File: src/design/mlld_pkg.sv
// Shared constants, types and label tables for the meter line label decoder.
// No dependencies; every other design file imports this package.
`default_nettype none

package mlld_pkg;

  // Line store geometry
  localparam int LINE_BYTES = 64;
  localparam int POS_W      = $clog2(LINE_BYTES);
  localparam int CNT_W      = POS_W + 1;

  // Label set
  localparam int LABEL_COUNT = 10;
  localparam int ID_W        = 4;
  localparam int HDR_BYTES   = 7;
  localparam int LEN_W       = $clog2(HDR_BYTES + 1);

  localparam int TICK_W    = 32;
  localparam int HOLD_W    = 16;
  localparam int READING_W = 40;

  localparam logic [READING_W-1:0] READING_MAX    = '1;
  localparam logic [TICK_W-1:0]    TICK_MAX       = '1;
  localparam logic [HOLD_W-1:0]    HOLD_OFF_RESET = 16'd300;

  // Item kinds
  localparam logic FUNC_BYTE = 1'b0;
  localparam logic FUNC_TICK = 1'b1;

  // Characters
  localparam logic [7:0] CHAR_LF    = 8'h0A;
  localparam logic [7:0] CHAR_SPACE = 8'h20;
  localparam logic [7:0] CHAR_ZERO  = 8'h30;
  localparam logic [7:0] CHAR_NINE  = 8'h39;

  // Label codes
  localparam logic [ID_W-1:0] LBL_ADCO    = 4'd0;
  localparam logic [ID_W-1:0] LBL_ISOUS   = 4'd1;
  localparam logic [ID_W-1:0] LBL_HCHC    = 4'd2;
  localparam logic [ID_W-1:0] LBL_HCHP    = 4'd3;
  localparam logic [ID_W-1:0] LBL_IINST   = 4'd4;
  localparam logic [ID_W-1:0] LBL_IMAX    = 4'd5;
  localparam logic [ID_W-1:0] LBL_PAPP    = 4'd6;
  localparam logic [ID_W-1:0] LBL_PTEC    = 4'd7;
  localparam logic [ID_W-1:0] LBL_HHPHC   = 4'd8;
  localparam logic [ID_W-1:0] LBL_OPTARIF = 4'd9;

  // First bytes of the current line, bytes past the line end read as zero
  typedef struct packed {
    logic [POS_W-1:0]              len;
    logic [HDR_BYTES-1:0][7:0]     hdr;
  } line_stat_t;

  // Label text, first character in the low byte, unused bytes zero
  function automatic logic [HDR_BYTES*8-1:0] label_text(input logic [ID_W-1:0] id);
    unique case (id)
      LBL_ADCO:    label_text = {24'h0, "OCDA"};
      LBL_ISOUS:   label_text = {16'h0, "SUOSI"};
      LBL_HCHC:    label_text = {24'h0, "CHCH"};
      LBL_HCHP:    label_text = {24'h0, "PHCH"};
      LBL_IINST:   label_text = {16'h0, "TSNII"};
      LBL_IMAX:    label_text = {24'h0, "XAMI"};
      LBL_PAPP:    label_text = {24'h0, "PPAP"};
      LBL_PTEC:    label_text = {24'h0, "CETP"};
      LBL_HHPHC:   label_text = {16'h0, "CHPHH"};
      LBL_OPTARIF: label_text = "FIRATPO";
      default:     label_text = '0;
    endcase
  endfunction

  function automatic logic [LEN_W-1:0] label_len(input logic [ID_W-1:0] id);
    unique case (id)
      LBL_ISOUS, LBL_IINST, LBL_HHPHC: label_len = 3'd5;
      LBL_OPTARIF:                     label_len = 3'd7;
      default:                         label_len = 3'd4;
    endcase
  endfunction

  // One bit per label: the line starts with that label's text
  function automatic logic [LABEL_COUNT-1:0] label_match(
      input logic [HDR_BYTES-1:0][7:0] hdr);
    logic [HDR_BYTES*8-1:0] txt;
    logic [LEN_W-1:0]       n;
    logic                   ok;
    for (int id = 0; id < LABEL_COUNT; id++) begin
      txt = label_text(ID_W'(id));
      n   = label_len(ID_W'(id));
      ok  = 1'b1;
      for (int i = 0; i < HDR_BYTES; i++) begin
        if ((LEN_W'(i) < n) && (hdr[i] != txt[8*i +: 8])) begin
          ok = 1'b0;
        end
      end
      label_match[id] = ok;
    end
  endfunction

endpackage

`default_nettype wire

File: src/design/mlld_line_buf.sv
// Line store: byte memory with one write and one registered read port,
// fill count and a copy of the first bytes for label matching. Uses mlld_pkg.
`default_nettype none

module mlld_line_buf import mlld_pkg::*; (
  input  logic             clk,
  input  logic             rst,
  input  logic             push,
  input  logic [7:0]       push_byte,
  input  logic             clr,
  input  logic             rd_en,
  input  logic [POS_W-1:0] rd_addr,
  output logic [7:0]       rd_data,
  output line_stat_t       stat
);

  logic [7:0]                mem [LINE_BYTES];
  logic [POS_W-1:0]          len;
  logic [HDR_BYTES-1:0][7:0] hdr;
  logic                      full;

  assign full = (len == POS_W'(LINE_BYTES - 1));

  always_ff @(posedge clk) begin
    if (push && !full) begin
      mem[len] <= push_byte;
    end
    if (rd_en) begin
      rd_data <= mem[rd_addr];
    end
  end

  // Full store drops the whole line
  always_ff @(posedge clk) begin
    if (rst) begin
      len <= '0;
    end else if (clr) begin
      len <= '0;
    end else if (push) begin
      len <= full ? '0 : len + 1'b1;
    end
  end

  always_ff @(posedge clk) begin
    for (int i = 0; i < HDR_BYTES; i++) begin
      if (push && !full && (len == POS_W'(i))) begin
        hdr[i] <= push_byte;
      end
    end
  end

  // Bytes past the fill count read as zero
  always_comb begin
    stat.len = len;
    for (int i = 0; i < HDR_BYTES; i++) begin
      stat.hdr[i] = (POS_W'(i) < len) ? hdr[i] : 8'h00;
    end
  end

endmodule

`default_nettype wire

File: config.mk
export PLATFORM = sky130hd
export DESIGN_NAME = mlld_line_buf
export DESIGN_NICKNAME = d
export VERILOG_FILES = /design/src/design/mlld_pkg.sv /design/src/design/mlld_line_buf.sv
export SDC_FILE = /design/constraint.sdc
export NUM_CORES = 1
export LEC_CHECK = 0
export BUFFER_PORTS_ARGS = -buffer_cell sky130_fd_sc_hd__clkbuf_2
export CAP_MARGIN = 20
export CORE_ASPECT_RATIO = 1.1
export CORE_UTILIZATION = 55
export DETAILED_ROUTE_END_ITERATION = 16
export HOLD_SLACK_MARGIN = 0.03
export PLACE_DENSITY = 0.75
export SYNTH_ARGS = -nofsm -noshare
export SYNTH_HDL_FRONTEND = slang
export SYNTH_SLANG_ARGS = --single-unit
File: constraint.sdc
create_clock -name clk -period 2.2 [get_ports clk]
set_input_delay 0.33 -clock clk [delete_from_list [all_inputs] [get_ports clk]]
set_output_delay 0.33 -clock clk [all_outputs]
set_load 0.03 [all_outputs]
# Word level (Yosys, flattened, before mapping)
# Memories as Yosys holds them, arrays and structs flattened. A register that Yosys moved wholly into a read port is not among the register bits.
# Index checks and enable logic that the tools add are counted.
# Widths: inputs -> output; s select.
[classes] n_addsub=1 order_cmp=7 eq_ne=7 mux=10 reduce_logical=11
[ops] cell="$mux 8" n=7
[ops] cell="$eq 6x3->1 const B" n=3
[ops] cell="$lt 3x6->1 const A" n=3
[ops] cell="$eq 6x2->1 const B" n=2
[ops] cell="$lt 1x6->1 const A" n=2
[ops] cell="$lt 2x6->1 const A" n=2
[ops] cell="$logic_and 1x1->1" n=8
[ops] cell="$add 6x1->6 const B" n=1
[ops] cell="$eq 6x1->1 const B" n=1
[ops] cell="$eq 6x6->1 const B" n=1
[ops] cell="$logic_not 6->1" n=1
[ops] cell="$mux 6" n=1
[ops] cell="$mux 1" n=2
[ops] cell="$reduce_or 2->1" n=1
[ops] cell="$logic_not 1->1" n=1
[totals] mem_count=1 mem_bits_rw=512 output_inout_bits=70 register_bits=62
[memory_table] memory="mem" words=64 word_bits=8 read_ports=1 rd_ports_with_merged_regs=1 write_ports=1 line_no="mlld_line_buf.sv:17" source="logic [7:0] mem [LINE_BYTES];"

# Depth between registers and ports, before layout
[logic_depth] depth_word=5 mapped_depth=8 ltp_nobuf=6

# Least setup slack after synthesis
# No wires, ideal clock.
[synth_timing] path_kind="flip-flop to flip-flop" from="reg len[3]" to="reg hdr[16] (netlist bit) (enable)" stages_incl_launch_ff=6 arrival_ns=1.914 n_path_buf=3 period_less_slack_ns=2.297 setup_time_ns=0.383 path_slack_ns=-0.097 path_cell_list="dfxtp_1 buf_2 or3_1 clkbuf_1 clkbuf_1 nor3_1"
[synth_between] elab_chain_len=4 elab_cells_between_ends=5
[synth_rtl] element="from (decl)" line_no="mlld_line_buf.sv:18" source="logic [POS_W-1:0] len;"
[synth_rtl] element="from (signal assigned)" line_no="mlld_line_buf.sv:40" source="len <= full ? '0 : len + 1'b1;"
[synth_rtl] element="$eq 6x6->1" line_no="mlld_line_buf.sv:22" source="assign full = (len == POS_W'(LINE_BYTES - 1));"
[synth_rtl] element="$logic_not 1->1" line_no="mlld_line_buf.sv:46" source="if (push && !full && (len == POS_W'(i))) begin"
[synth_rtl] element="$logic_and 1x1->1" line_no="mlld_line_buf.sv:46"
[synth_rtl] element="$logic_and 1x1->1 *" line_no="mlld_line_buf.sv:46"
[synth_rtl] element="to (signal, indexed assignment)" line_no="mlld_line_buf.sv:47" source="hdr[i] <= push_byte;"
[synth_rtl] element="to (decl)" line_no="mlld_line_buf.sv:19" source="logic [HDR_BYTES-1:0][7:0] hdr;"
# Mark *: on every way between the ends. The rest lies on a longest branch, timed or not.
# A chain may end at the register's enable or synchronous reset.

==> out/results.tsv <==
metric	value	unit
r2r_slack	110	ps
ios	89	
vias_per_cell	6.10	
hold_viol_final	0	
clkTransAtPathRegs	60	ps
cellInternalPower	18.4	mW
crit_end	stat[41]	
p_per_area	851	mW/mm²
async_reset_ff_share	0	%
core	0.0404	mm²
clkSinkCount	582	
endpoint_kind	output port	
rsz0062_at_grt	yes	
synth_top_area_share	76.5	%
use_met1	33.1	%
violations	setup timing	
stdcell_count	1927	
fin_area	0.0270	mm²
critPathMaxFanout	8	
path_cells	or3_4, a21oi_1, buf_4, nor2b_1, clkbuf_2	
dpl.hpwl	31.8	mm
maxSlewHeadroom	43.7	%
grt_usage	25.4	%
grt_pass1_wl	77.2	mm
die_w	195	µm
hold_buffers	0	
crit_required	1870	ps
p_leak	9.08	nW
start_util	56.0	%
peakVddDrop	0.000762	V
min_path_type	input port to register	
diodes	0	
switching_share	19.9	%
layout_min_cycle_time	2310	ps
post_drt_wl_per_cell	27.0	µm
rr_endpoint	mem[15][2]	
cts-root-buf	clkbuf_16	
seq_area_frac_synth	77.0	%
area_growth	19.4	%
placed_cell_area	0.0250	mm²
synth_most_common_cell	edfxtp_1	
ant_nets	0	
cts_tree	yes	
ys_ff_latch	582	
drv_slew	0	
die_area	0.0419	mm²
port_buffers	88	
setup_viol	47	
grtUsageMet2	43.1	%
met3_usage	4.62	%
drt-total-wl	52.0	mm
clk_latency	580	ps
vias	11750	
synth_nets	1127	
syn_avg_cell_area	20.5	µm²
critPathKind	register to output port	
cp_slowest_stage_delay	430	ps
synth_area_leaders	edfxtp_1 76%, mux4_2 12%, nor2_1 1.3%, nor2b_1 1.0%, mux2i_1 0.93%	
synthCells	1104	
antenna_found_initial	0	
grt_start_max_net_pins	72	
drt_first_iter_violations	1238	
synth-edff-count	576	
period_share	105	%
dr.pass1.iters	5	
fmax	0.433	GHz
crit_arrival	1980	ps
dp_cells	1820	
power_frac_clock	41.6	%
power.total	23.0	mW
drive_above_1_share	36.1	%
worst_r2r_startpoint	len[0]	
p_comb_share	5.1	%
clockBufferDepth	3	
yosysTopAreaCell	edfxtp_1	
overflow	0	
synth_common_cells	576 x edfxtp_1, 124 x mux4_2, 79 x nor2_1	
htree_levels	2	
whs	129	ps
ff2ff_path_depth	7	
ys_warn_count	0	
synthesis.area	0.0226	mm²
drc	0	
dieHeight	215	µm
p_sw	4.58	mW
status	finished with violations	
ys.flop_type	edfxtp_1	
finalWorstSetupSlack	-108	ps
fin_nets	1393	
rows	77	
grt_pass1_vias	12287	
start_kind	register	
critPathLaunch	len[4]	
yosysUniqueCellTypes	49	
cpMaxStageDelayCell	or3_4	
cts_buffers	53	
fin_skew	20.4	ps
place_congestion	0.841	
cap_violations	0	
tightest_slew	845	ps
grt_busiest_layer	met2	
pwr-share-seq	53.3	%
power groups by stage:
stage	logic (mW)	registers (mW)	clock network, mW
after CTS	1.17	12.2	9.66
final	1.17	12.2	9.57
after global placement	1.13	12.5	0
after floorplan	0.554	12.5	0
after global routing	1.23	12.2	10.0
after detailed placement	1.15	12.5	0
through the flow:
stage | util (%) | setup slack, ps | setup TNS [ps]
final | 66.9 | -108 | -3090
after global placement | 61.9 | -199 | -414
after CTS | 66.8 | -125 | -3420
after floorplan | - | -97.5 | -23400
after detailed placement | 61.9 | -253 | -553
after global routing | 66.9 | -206 | -7160
critical path, delay by kind of cell (launching register included):
family	cells	cell delay [ps]
flops	1	350
buf+inv	2	370
simple gates	2	490
compound gates	1	200
placed cells by master (no fill, tap or decap), types with 13 or more instances in the layout:
cell	n
and2_1	27
buf_12	23
buf_4	162
clkbuf_1	13
clkbuf_16	55
clkbuf_2	50
clkbuf_4	27
edfxtp_1	576
mux2i_1	21
mux4_2	124
nand2_1	29
nand3_1	17
nor2_1	63
nor2_2	17
nor2b_1	36
o22ai_1	14
metal layers:
metal / up-vias / wire length, µm / share of wire (%)
li1: 5047 / - / -
met1: 6024 / 19400 / 37
met2: 580 / 26700 / 51
met3: 99 / 4180 / 8.0
met4: 0 / 1700 / 3.3
met5: - / 0 / 0
registers in the layout, summed over array words and instances (netlist names):
signal / cells
len: 6
mem: 512
hdr: 56
rd_data: 8
layout make-up:
cell class                 instances  area [µm²]
clock buffer                      70        1450
clock inverter                    29         369
fill                            2467       13400
inverter                           6        22.5
multi-input combinational        458        4880
sequential                       582       17400
tap                              513         642
timing repair buffer             269        2210
kinds of logic (layout without fill, tap and decap cells):
kind of cell	count (synthesis)	after routing	synth area share [%]
multiplexers	154	154	13.7
XOR/XNOR	2	2	0.0775
AND/OR/NAND/NOR	219	219	4.74
buffers and inverters	64	374	1.73
AO/OA/AOI/OAI	79	79	2.49
flip-flops	582	582	77.0
adder cells (fa/ha/maj)	4	4	0.221
worst min path at each step:
| stage | from | end | slack, ps | depth (start not counted) |
|---|---|---|---|---|
| finish | clr | len[0] | 130 | 3 |
| global route | clr | len[4] | 150 | 3 |
| CTS | rst | len[0] | 110 | 3 |
| detailed placement | len[4] | len[4] | 590 | 2 |
| global placement | len[4] | len[4] | 560 | 2 |
| floorplan | push_byte[0] | hdr[0] | 430 | 0 |
repair_timing:
item                                   4_1_cts  5_1_grt
pin swaps                                    2        2
setup endpoints to repair                   56      159
setup buffers                                4        4
resized for setup                           48       19
endpoints found under the hold margin        0        0
Note: power is estimated with default switching activity, not from simulation.
