## src/design/mlld_pkg.sv

```systemverilog
// Shared constants, types and label tables for the meter line label decoder.
// No dependencies; every other design file imports this package.
`default_nettype none

package mlld_pkg;

  // Line store geometry
  localparam int LINE_BYTES = 64;
  localparam int POS_W      = $clog2(LINE_BYTES);
  localparam int CNT_W      = POS_W + 1;

  // Label set
  localparam int LABEL_COUNT = 10;
  localparam int ID_W        = 4;
  localparam int HDR_BYTES   = 7;
  localparam int LEN_W       = $clog2(HDR_BYTES + 1);

  localparam int TICK_W    = 32;
  localparam int HOLD_W    = 16;
  localparam int READING_W = 40;

  localparam logic [READING_W-1:0] READING_MAX    = '1;
  localparam logic [TICK_W-1:0]    TICK_MAX       = '1;
  localparam logic [HOLD_W-1:0]    HOLD_OFF_RESET = 16'd300;

  // Item kinds
  localparam logic FUNC_BYTE = 1'b0;
  localparam logic FUNC_TICK = 1'b1;

  // Characters
  localparam logic [7:0] CHAR_LF    = 8'h0A;
  localparam logic [7:0] CHAR_SPACE = 8'h20;
  localparam logic [7:0] CHAR_ZERO  = 8'h30;
  localparam logic [7:0] CHAR_NINE  = 8'h39;

  // Label codes
  localparam logic [ID_W-1:0] LBL_ADCO    = 4'd0;
  localparam logic [ID_W-1:0] LBL_ISOUS   = 4'd1;
  localparam logic [ID_W-1:0] LBL_HCHC    = 4'd2;
  localparam logic [ID_W-1:0] LBL_HCHP    = 4'd3;
  localparam logic [ID_W-1:0] LBL_IINST   = 4'd4;
  localparam logic [ID_W-1:0] LBL_IMAX    = 4'd5;
  localparam logic [ID_W-1:0] LBL_PAPP    = 4'd6;
  localparam logic [ID_W-1:0] LBL_PTEC    = 4'd7;
  localparam logic [ID_W-1:0] LBL_HHPHC   = 4'd8;
  localparam logic [ID_W-1:0] LBL_OPTARIF = 4'd9;

  // First bytes of the current line, bytes past the line end read as zero
  typedef struct packed {
    logic [POS_W-1:0]              len;
    logic [HDR_BYTES-1:0][7:0]     hdr;
  } line_stat_t;

  // Label text, first character in the low byte, unused bytes zero
  function automatic logic [HDR_BYTES*8-1:0] label_text(input logic [ID_W-1:0] id);
    unique case (id)
      LBL_ADCO:    label_text = {24'h0, "OCDA"};
      LBL_ISOUS:   label_text = {16'h0, "SUOSI"};
      LBL_HCHC:    label_text = {24'h0, "CHCH"};
      LBL_HCHP:    label_text = {24'h0, "PHCH"};
      LBL_IINST:   label_text = {16'h0, "TSNII"};
      LBL_IMAX:    label_text = {24'h0, "XAMI"};
      LBL_PAPP:    label_text = {24'h0, "PPAP"};
      LBL_PTEC:    label_text = {24'h0, "CETP"};
      LBL_HHPHC:   label_text = {16'h0, "CHPHH"};
      LBL_OPTARIF: label_text = "FIRATPO";
      default:     label_text = '0;
    endcase
  endfunction

  function automatic logic [LEN_W-1:0] label_len(input logic [ID_W-1:0] id);
    unique case (id)
      LBL_ISOUS, LBL_IINST, LBL_HHPHC: label_len = 3'd5;
      LBL_OPTARIF:                     label_len = 3'd7;
      default:                         label_len = 3'd4;
    endcase
  endfunction

  // One bit per label: the line starts with that label's text
  function automatic logic [LABEL_COUNT-1:0] label_match(
      input logic [HDR_BYTES-1:0][7:0] hdr);
    logic [HDR_BYTES*8-1:0] txt;
    logic [LEN_W-1:0]       n;
    logic                   ok;
    for (int id = 0; id < LABEL_COUNT; id++) begin
      txt = label_text(ID_W'(id));
      n   = label_len(ID_W'(id));
      ok  = 1'b1;
      for (int i = 0; i < HDR_BYTES; i++) begin
        if ((LEN_W'(i) < n) && (hdr[i] != txt[8*i +: 8])) begin
          ok = 1'b0;
        end
      end
      label_match[id] = ok;
    end
  endfunction

endpackage

`default_nettype wire

```

## src/design/mlld_stamp_mem.sv

```systemverilog
// Timestamp memory: last report tick per label, registered read, with
// per-entry valid bits so unwritten entries read as zero. Uses mlld_pkg.
`default_nettype none

module mlld_stamp_mem import mlld_pkg::*; (
  input  logic              clk,
  input  logic              rst,
  input  logic              rd_en,
  input  logic [ID_W-1:0]   rd_addr,
  output logic [TICK_W-1:0] rd_data,
  input  logic              wr_en,
  input  logic [ID_W-1:0]   wr_addr,
  input  logic [TICK_W-1:0] wr_data
);

  logic [TICK_W-1:0]      mem [LABEL_COUNT];
  logic [LABEL_COUNT-1:0] vld;
  logic [TICK_W-1:0]      q_raw;
  logic                   q_vld;

  always_ff @(posedge clk) begin
    if (wr_en) begin
      mem[wr_addr] <= wr_data;
    end
    if (rd_en) begin
      q_raw <= mem[rd_addr];
      q_vld <= vld[rd_addr];
    end
  end

  always_ff @(posedge clk) begin
    if (rst) begin
      vld <= '0;
    end else if (wr_en) begin
      vld[wr_addr] <= 1'b1;
    end
  end

  assign rd_data = q_vld ? q_raw : '0;

endmodule

`default_nettype wire

```

## config.mk

```make
export PLATFORM = sky130hd
export DESIGN_NAME = mlld_stamp_mem
export DESIGN_NICKNAME = d
export VERILOG_FILES = /design/src/design/mlld_pkg.sv /design/src/design/mlld_stamp_mem.sv
export SDC_FILE = /design/constraint.sdc
export NUM_CORES = 1
export LEC_CHECK = 0
export BUFFER_PORTS_ARGS = -buffer_cell sky130_fd_sc_hd__buf_2
export CAP_MARGIN = 10
export CORE_AREA = 2 2 181 183
export DETAILED_ROUTE_END_ITERATION = 8
export DIE_AREA = 0 0 183 185
export HOLD_SLACK_MARGIN = 0.12
export PLACE_DENSITY = 0.72
export SLEW_MARGIN = 20
export SYNTH_ARGS = -nofsm -noshare
export SYNTH_HDL_FRONTEND = slang
export SYNTH_SLANG_ARGS = --single-unit
```

## constraint.sdc

```tcl
create_clock -name clk -period 8.5 [get_ports clk]
set_clock_uncertainty 0.2 [all_clocks]
set_input_delay 0.425 -clock clk [delete_from_list [all_inputs] [get_ports clk]]
set_output_delay 0.425 -clock clk [all_outputs]
set_load 0.01 [all_outputs]
```

# Word-level counts from Yosys, hierarchy flattened
# Memory sizes are Yosys's and may differ from the RTL's. A register that Yosys moved wholly into a read port is not among the register bits.
# Index checks and enable logic that the tools add are counted.
totals:
  memories: 1
  output_inout_bits: 32
  reg_bits: 11
  ram_bits: 320
op_classes:
  n_lt_le_gt_ge: 3
  n_reduce_logical: 1
  bitwise: 1
  muxes: 7
mem_list:
  columns: ["name", "depth", "width", "read_ports", "rd_ports_with_merged_regs", "wr", "line_no", "source"]
  rows:
  - ["mem", 10, 32, 1, 1, 1, "mlld_stamp_mem.sv:16", "logic [TICK_W-1:0] mem [LABEL_COUNT];"]
op_table:
  columns: ["op", "n"]
  rows:
  - ["$mux W32", 1]
  - ["$lt A4 B5 Y1 const B", 2]
  - ["$or A10 B10 Y10", 1]
  - ["$bmux W1 S4", 1]
  - ["$demux W1 S4", 1]
  - ["$ge A4 B1 Y1 const B", 1]
  - ["$mux W1", 4]
  - ["$logic_and A1 B1 Y1", 1]

# Logic depth before layout (Yosys ltp)
# Gate-level depths: netlist of the first run.
logic_depth:
  depth_word: 5
  ltp_mapped: 6
  ltp_nobuf: 3

# Least setup slack after synthesis of the first run
# OpenSTA, ideal clock, no wires.
synth_timing:
  kind: "input -> register"
  from: "in wr_addr[3]"
  to: "mem mem[4][0], enable pin"
  setup_slack_ps: 5455
  n_path_buf: 1
  cell_stages: 3
  arrival_time_ps: 2424
  t_required_ps: 7879
  setup_ps: 421
  cell_sequence: "clkbuf_1 or3b_2 nor2_1"
synth_lines:
  columns: ["item", "line_no", "source"]
  rows:
  - ["from (decl)", "mlld_stamp_mem.sv:12", "input logic [ID_W-1:0] wr_addr,"]
  - ["to (decl)", "mlld_stamp_mem.sv:16", null]
# No word-level cell before the write port.

==> impl_metrics.toml, run 1 <==
[status]
status = "finished clean"

[yosys]
synth_edf_count = 353
synth_top_cell_area_share = 0.746
synth-main-ff-cell = "edfxtp_1"
mappedNetlistArea_sq_um = 14200
yosys-top-cells-area = "edfxtp_1 (75%), mux2_2 (7.7%), mux2i_1 (4.5%)"
syn_inst = 785
synth-seq-cells = 363
synth-async-reset-ratio = 0
syn-num-nets = 829
synth_cell_types = 33
syn_area_per_cell_sq_um = 18.1
synthTopCellsByCount = "edfxtp_1 (353), mux2_2 (97), mux2i_1 (64)"
seq_area_frac_synth = 0.760
yosys.area.top_type = "edfxtp_1"
yosysMostFrequentCell = "edfxtp_1"
yosysWarnings = 0

[die]
num_io_pins = 76
die_x_um = 183
initial_core_util = 0.444
core_sq_um = 32000
die-area_sq_um = 33900
die_h_um = 185
rows = 66

[placement]
portBuffers = 75
gp_congestion = 0.735
hpwlAfterDp_mm = 14.0

[grt]
grt_pass1_vias = 7599
overflow = 0
grt_max_degree = 108
grt.total_usage = 0.171
antenna_found_initial = 0
grt_pass1_wl_mm = 43.3

[setup_path]
critical_path_arrival_ps = 2810
worstPathRequired_ps = 8540
crit_chain = "clkbuf_8 > buf_4 > mux2_2 > o22ai_1 > o31ai_1"
path_class = "in -> reg"
critPathLaunchType = "input pin"
critPathMaxStageDelay_ps = 850
end_kind = "register"
cpMaxStageDelayCell = "buf_4"
startpoint = "rd_addr[0]"
worstRegToRegCells = 3
cp_max_fo = 107
r2r_start = "vld[3]"

[route]
dr_wl_met2_mm = 14.4
highest_layer = "met4"
ant_nets = 0
post_drt_wl_per_cell_um = 21.3
drt-total-wl_mm = 28.4
drt_first_pass_iters = 5
wl_met1_mm = 11.9
viasPerCell = 5.46
drc = 0
wl_met3_mm = 1.55
drt_iter0_drc = 602
vias = 7300

[clocking]
cts_buffers = 37
cts_root_buffer = "clkbuf_16"
clock_latency_ps = 520
cts_max_path_buffers = 3
path_clk_slew_ps = 60
cts_max_level = 2
cts.sinks = 363
cts_tree = "built"

[finish]
areaGrowthSynthToFinish_pct = 16.2
postLayoutCoreUtil = 0.516
antennaDiodeCount = 0
layout-drive-gt1-share = 0.270
final_nets = 947

[worst_hold_path]
hold_depth = 4
hold_start = "wr_addr[2]"
min_path_type = "in -> reg"

[timing]
relSlewSlack = 0.265
min_period_over_period = 0.327
worstMarginPinSlew_ps = 1100
fin_worst_hold_slack_ps = 174
hold_viol = 0
fin_setup_tns_ps = 0
fin_crit_ps = 2780
rsz0062_at_grt = "false"
setup_viol = 0
max_freq_mhz = 360
drv_slew = 0

[power_and_ir_drop]
p_per_area_nw_per_um2 = 229
ir_drop_mv = 0.125
power_w = 0.00379
p_leak_nw = 5.70

[job]
maxCapViolCount = 0
## cell usage in the layout (no fill, tap or decap), types with 3 or more instances in the layout
| cell | instances |
|---|---|
| buf_2 | 74 |
| clkbuf_16 | 39 |
| a22o_1 | 32 |
| a31oi_1 | 5 |
| a21oi_1 | 4 |
| and2_1 | 32 |
| dlygate4sd3_1 | 37 |
| mux2i_1 | 64 |
| nand2_1 | 35 |
| edfxtp_1 | 353 |
| o22ai_1 | 32 |
| clkinv_1 | 10 |
| bufinv_16 | 3 |
| nor2_4 | 9 |
| nor2b_1 | 4 |
| o31ai_1 | 31 |
| nor2_1 | 12 |
| clkbuf_1 | 5 |
| clkinv_2 | 6 |
| buf_4 | 12 |
| mux2_2 | 97 |
| dfxtp_1 | 10 |
## path summary, 6_finish.rpt
check | endpoint | slack [ps]
setup / recovery | q_raw[27] | 5720
hold / removal | vld[2] | 170
setup reg to reg | q_vld | 6910
hold reg to reg | vld[0] | 260
## repair_timing
item	in CTS	in global routing
setup buffers	0	0
hold buffers	37	0
endpoints found under the hold margin	330	0
resized for setup	0	0
## critical path, delay by kind of cell
family	cells	cell delay [ps]
buffers and inverters	2	1540
muxes	1	430
AOI/OAI and AO/OA	2	280
## flip-flops by register name, indices dropped and copies added (netlist names)
name	count
mem	320
q_raw	32
vld	10
q_vld	1
## cell families after synthesis
kind of cell | after synthesis | synth area share
flops | 363 | 0.760
mux | 162 | 0.124
compound gates | 109 | 0.0570
simple gates | 105 | 0.0366
buf+inv | 46 | 0.0228
## where the power goes
| group | switching, W | internal (W) |
|---|---|---|
| clock | 0.000631 | 0.000924 |
| sequential | 0.0000122 | 0.00201 |
| combinational | 0.000121 | 0.0000870 |
| total | 0.000764 | 0.00302 |
## layer usage
| layer | vias up | track usage |
|---|---|---|
| met5 | - | 0 |
| met2 | 221 | 0.305 |
| met1 | 3700 | 0.214 |
| met3 | 43 | 0.0262 |
| li1 | 3336 | - |
| met4 | 0 | 0.0554 |
## through the flow
stage	instance area [sq um]	setup WS [ps]	std cells
finish	16500	5720	1337
global route	16500	5570	1337
CTS	16500	5690	1336
detailed placement	15000	5110	1234
global placement	15000	5190	1234
floorplan	14200	5450	785
## layout make-up
class / count / area (sq um)
sequential: 363 / 10800
multi-input combinational: 376 / 3180
clock inverter: 21 / 175
timing repair buffer: 125 / 865
tap: 408 / 510
clock buffer: 44 / 995
fill: 2623 / 15500
Power figures use the tool's default switching activity.
==> inputs of run 2 (changes only) <==
- clock period: 8.5 -> 2.8 ns (I/O delays scaled with it)
==> impl_metrics.toml, run 2 (same netlist as run 1, synthesis figures left out) <==
[timing]
setup_viol = 0
worstMarginPinSlew_ps = 1040
fin_crit_ps = 2560
min_period_over_period = 0.915
relSlewSlack = 0.306
max_freq_mhz = 390
fin_setup_tns_ps = 0
fin_worst_hold_slack_ps = 142
hold_viol = 0
rsz0062_at_grt = "false"
drv_slew = 0

[route]
drt_iter0_drc = 694
ant_nets = 0
viasPerCell = 5.43
drt-total-wl_mm = 28.3
drt_first_pass_iters = 5
drc = 0
post_drt_wl_per_cell_um = 20.9
vias = 7368

[setup_path]
r2r_start = "vld[0]"
reg2reg_to = "q_vld"
r2r_slack_ps = 1290
crit_path_frequent_cell = "dlygate4sd3_1"
cp_top_family = "buffers and inverters"
worstPathRequired_ps = 2800
critPathMaxStageDelay_ps = 660
crit_chain = "dlygate4sd3_1 > buf_2 > nor3_1 > dlygate4sd3_1 > nor2b_4 > buf_12"
critPathBufInv = 4
cpMaxStageDelayCell = "dlygate4sd3_1"
critPathLaunchType = "input pin"
critical_path_arrival_ps = 2570
worstRegToRegCells = 3
cp_max_fo = 20
path_class = "in -> reg"
end_kind = "register"

[clocking]
clock_latency_ps = 510
cts_resized = 0
cts_tree = "built"
cts.sinks = 363
cts_hold_buffers = 46
cts_root_buffer = "clkbuf_16"
cts_max_level = 2
cts_max_path_buffers = 3
cts_buffers = 37
path_clk_slew_ps = 60
post_cts_buffers = 0

[placement]
hpwlAfterDp_mm = 16.3
portBuffers = 75
gp_congestion = 0.782

[die]
die_x_um = 183
initial_core_util = 0.444
rows = 66
core_sq_um = 32000
die-area_sq_um = 33900
num_io_pins = 76
die_h_um = 185

[power_and_ir_drop]
p_per_area_nw_per_um2 = 670
ir_drop_mv = 0.540
p_leak_nw = 5.76

[grt]
grt_max_degree = 48
grt.total_usage = 0.171
grt_pass1_vias = 7578
antenna_found_initial = 1
grt_pass1_wl_mm = 44.0
overflow = 0

[finish]
top_register = "mem"
areaGrowthSynthToFinish_pct = 17.6
largest_reg_flops = 320
reg_top3 = "mem (320), q_raw (32), vld (10)"
layout_common_cells = "edfxtp_1 (353), mux2_2 (97), buf_2 (74)"
layout-drive-gt1-share = 0.270
final_nets = 967
nFillCells = 2550
layout_commonest_cell = "edfxtp_1"

[worst_hold_path]
min_path_type = "in -> reg"
hold_depth = 3
hold_start = "rd_addr[2]"
worstHoldEndpoint = "q_vld"

[status]
status = "finished clean"

[job]
maxCapViolCount = 0
[run 2: cell count changes in the layout (fill, tap and decap cells not counted), moves of 2 or more]
cell           previous run  this run
buf_12                    1        11
dlygate4sd3_1            37        46
clkbuf_1                  5        11
bufinv_16                 3         1
clkbuf_16                39        37
[run 2: how the worst max path moves through the flow]
stage,cells past startpoint,from,end,slack [ps]
after floorplan,3,wr_addr[3],mem[4][0],40
final,6,wr_addr[1],mem[1][10],240
after global placement,5,rd_addr[1],q_raw[31],750
after detailed placement,5,rd_addr[1],q_raw[1],740
after global routing,6,wr_addr[1],mem[1][10],170
after CTS,6,wr_addr[1],mem[1][6],350
[run 2: area by class of cell]
type,count,area [sq um],area share
clock inverter,16,96.3,0.00576
clock buffer,48,967,0.0579
timing repair buffer,145,1160,0.0694
antenna,1,2.50,0.000150
tap,408,510,0.0305
sequential,363,10800,0.646
multi-input combinational,376,3180,0.190
[run 2: tightest hold or removal path, stage by stage]
cell	delay, ps
buf_2	220
a2111oi_0	120
o41ai_1	260
[run 2: metrics by stage]
stage	power (W)	setup slack, ps	cell area (sq um)	cells	util
final	0.0112	239	16700	1357	0.522
after CTS	0.0113	351	16700	1356	0.522
after detailed placement	0.00688	741	15200	1246	0.474
after global placement	0.00686	750	15200	1246	0.474
after floorplan	0.00662	39.9	14200	785	-
after global routing	0.0116	166	16700	1357	0.522
[run 2: layer usage]
layer / global-route usage / vias to the layer above / wire (um)
met2: 0.301 / 174 / 14300
li1: - / 3386 / -
met1: 0.223 / 3760 / 12200
met4: 0.0470 / 0 / 565
met3: 0.0250 / 48 / 1230
met5: 0 / - / 0
[run 2: power by group]
group	internal [W]	switching, W	leakage, nW
sequential	0.00611	0.0000363	3.30
clock	0.00252	0.00188	0.517
combinational	0.000288	0.000378	1.95
total	0.00891	0.00229	5.76
==> inputs of run 3 (changes only) <==
- CORE_AREA: 2 2 181 183 -> 2 2 157 159
- DIE_AREA: 0 0 183 185 -> 0 0 159 161
- PLACE_DENSITY: 0.72 -> 0.89
==> impl_metrics.toml, run 3 (same netlist as run 1, synthesis figures left out) <==
[die]
die-area_sq_um = 25600
die_h_um = 161
rows = 57
die_x_um = 159
initial_core_util = 0.593
num_io_pins = 76
core_sq_um = 24000

[finish]
layout_commonest_cell = "edfxtp_1"
final_nets = 972
layout_common_cells = "edfxtp_1 (353), mux2_2 (97), buf_2 (74)"
reg_top3 = "mem (320), q_raw (32), vld (10)"
top_register = "mem"
areaGrowthSynthToFinish_pct = 16.4
nFillCells = 1497
layout-drive-gt1-share = 0.272
antennaDiodeCount = 0
final_cells = 1273
seqCellArea_sq_um = 10800
multi_input_area_sq_um = 3160
largest_reg_flops = 320

[clocking]
cts_max_level = 2
cts_resized = 0
cts_tree = "built"
post_cts_buffers = 0
cts_max_path_buffers = 3
cts_root_buffer = "clkbuf_16"
cts_hold_buffers = 47
clock_latency_ps = 510
cts_buffers = 36
cts.sinks = 363
path_clk_slew_ps = 60

[route]
drc = 0
drt_first_pass_iters = 5
vias = 7631
post_drt_wl_per_cell_um = 23.1
drt_iter0_drc = 702
ant_nets = 0
drt-total-wl_mm = 29.3
viasPerCell = 5.99

[setup_path]
reg2reg_to = "q_vld"
crit_path_frequent_cell = "dlygate4sd3_1"
crit_chain = "dlygate4sd3_1 > buf_2 > nor3_1 > dlygate4sd3_1 > nor2b_4 > buf_12"
cpMaxStageDelayCell = "dlygate4sd3_1"
critical_path_arrival_ps = 2500
worstPathRequired_ps = 2810
cp_max_fo = 20
r2r_start = "vld[0]"
path_class = "in -> reg"
r2r_slack_ps = 900
end_kind = "register"
cp_top_family = "buffers and inverters"
worstRegToRegCells = 4
critPathMaxStageDelay_ps = 630
critPathLaunchType = "input pin"
critPathBufInv = 4

[grt]
use_met1 = 0.288
grt_max_degree = 54
grt_pass1_vias = 7935
antenna_found_initial = 0
grt_pass1_wl_mm = 45.1
use_met2 = 0.407
overflow = 0
top_usage_layer = "met2"
grt.total_usage = 0.234
grt_use_met3 = 0.0508

[power_and_ir_drop]
power_w = 0.0112
p_per_area_nw_per_um2 = 679
p_sw_frac = 0.202
ir_drop_mv = 0.543
p_leak_nw = 5.77
netSwitchingPower_w = 0.00228
clkPwrFrac = 0.394
intPower_w = 0.00897
comb_power_share = 0.059
seqPwrFrac = 0.547

[placement]
place_inst = 1167
gp_congestion = 0.798
portBuffers = 75
hpwlAfterDp_mm = 16.3

[worst_hold_path]
worstHoldEndpoint = "q_raw[2]"
hold_depth = 1
hold_start = "rd_en"
min_path_type = "in -> reg"

[timing]
fin_crit_ps = 2490
rsz0062_at_grt = "false"
worstMarginPinSlew_ps = 1040
min_period_over_period = 0.889
fin_setup_tns_ps = 0
setup_viol = 0
relSlewSlack = 0.305
hold_viol = 0
drv_slew = 0
max_freq_mhz = 402

[job]
maxCapViolCount = 0

[status]
status = "finished clean"
[run 3: how the worst max path moves through the flow]
stage,from,end,slack (ps),cells after the start
floorplan,wr_addr[3],mem[4][0],40,3
global placement,rd_addr[0],q_raw[3],750,5
detailed placement,wr_addr[1],mem[1][22],670,4
CTS,wr_addr[1],mem[1][19],340,6
global route,wr_addr[1],mem[1][27],170,6
finish,wr_addr[1],mem[1][25],310,6
[run 3: cell type report]
cell class,instances,area share
timing repair buffer,151,0.0669
sequential,363,0.653
clock buffer,43,0.0573
clock inverter,16,0.00726
tap,324,0.0245
multi-input combinational,376,0.191
[run 3: routing by layer]
metal	part of all wire	wire length [um]
met1	0.38	11100
met2	0.52	15300
met3	0.077	2260
met4	0.025	735
met5	0	0
[run 3: power groups by stage]
stage / Sequential (W) / Combinational [W] / Clock, W
final: 0.00615 / 0.000665 / 0.00443
after global routing: 0.00616 / 0.000713 / 0.00469
after CTS: 0.00615 / 0.000664 / 0.00450
after detailed placement: 0.00626 / 0.000609 / 0
after global placement: 0.00625 / 0.000584 / 0
after floorplan: 0.00624 / 0.000380 / 0
[run 3: stage by stage]
| step | setup slack (ps) | instance area, sq um | utilization | hold WS (ps) |
|---|---|---|---|---|
| 5_1_grt | 172 | 16500 | 0.690 | 190 |
| 3_3_place_gp | 749 | 15000 | 0.626 | 226 |
| 3_5_place_dp | 669 | 15000 | 0.626 | 238 |
| 6_report | 311 | 16500 | 0.690 | 181 |
| 4_1_cts | 342 | 16500 | 0.690 | 172 |
| 2_1_floorplan | 39.9 | 14200 | - | 38.9 |
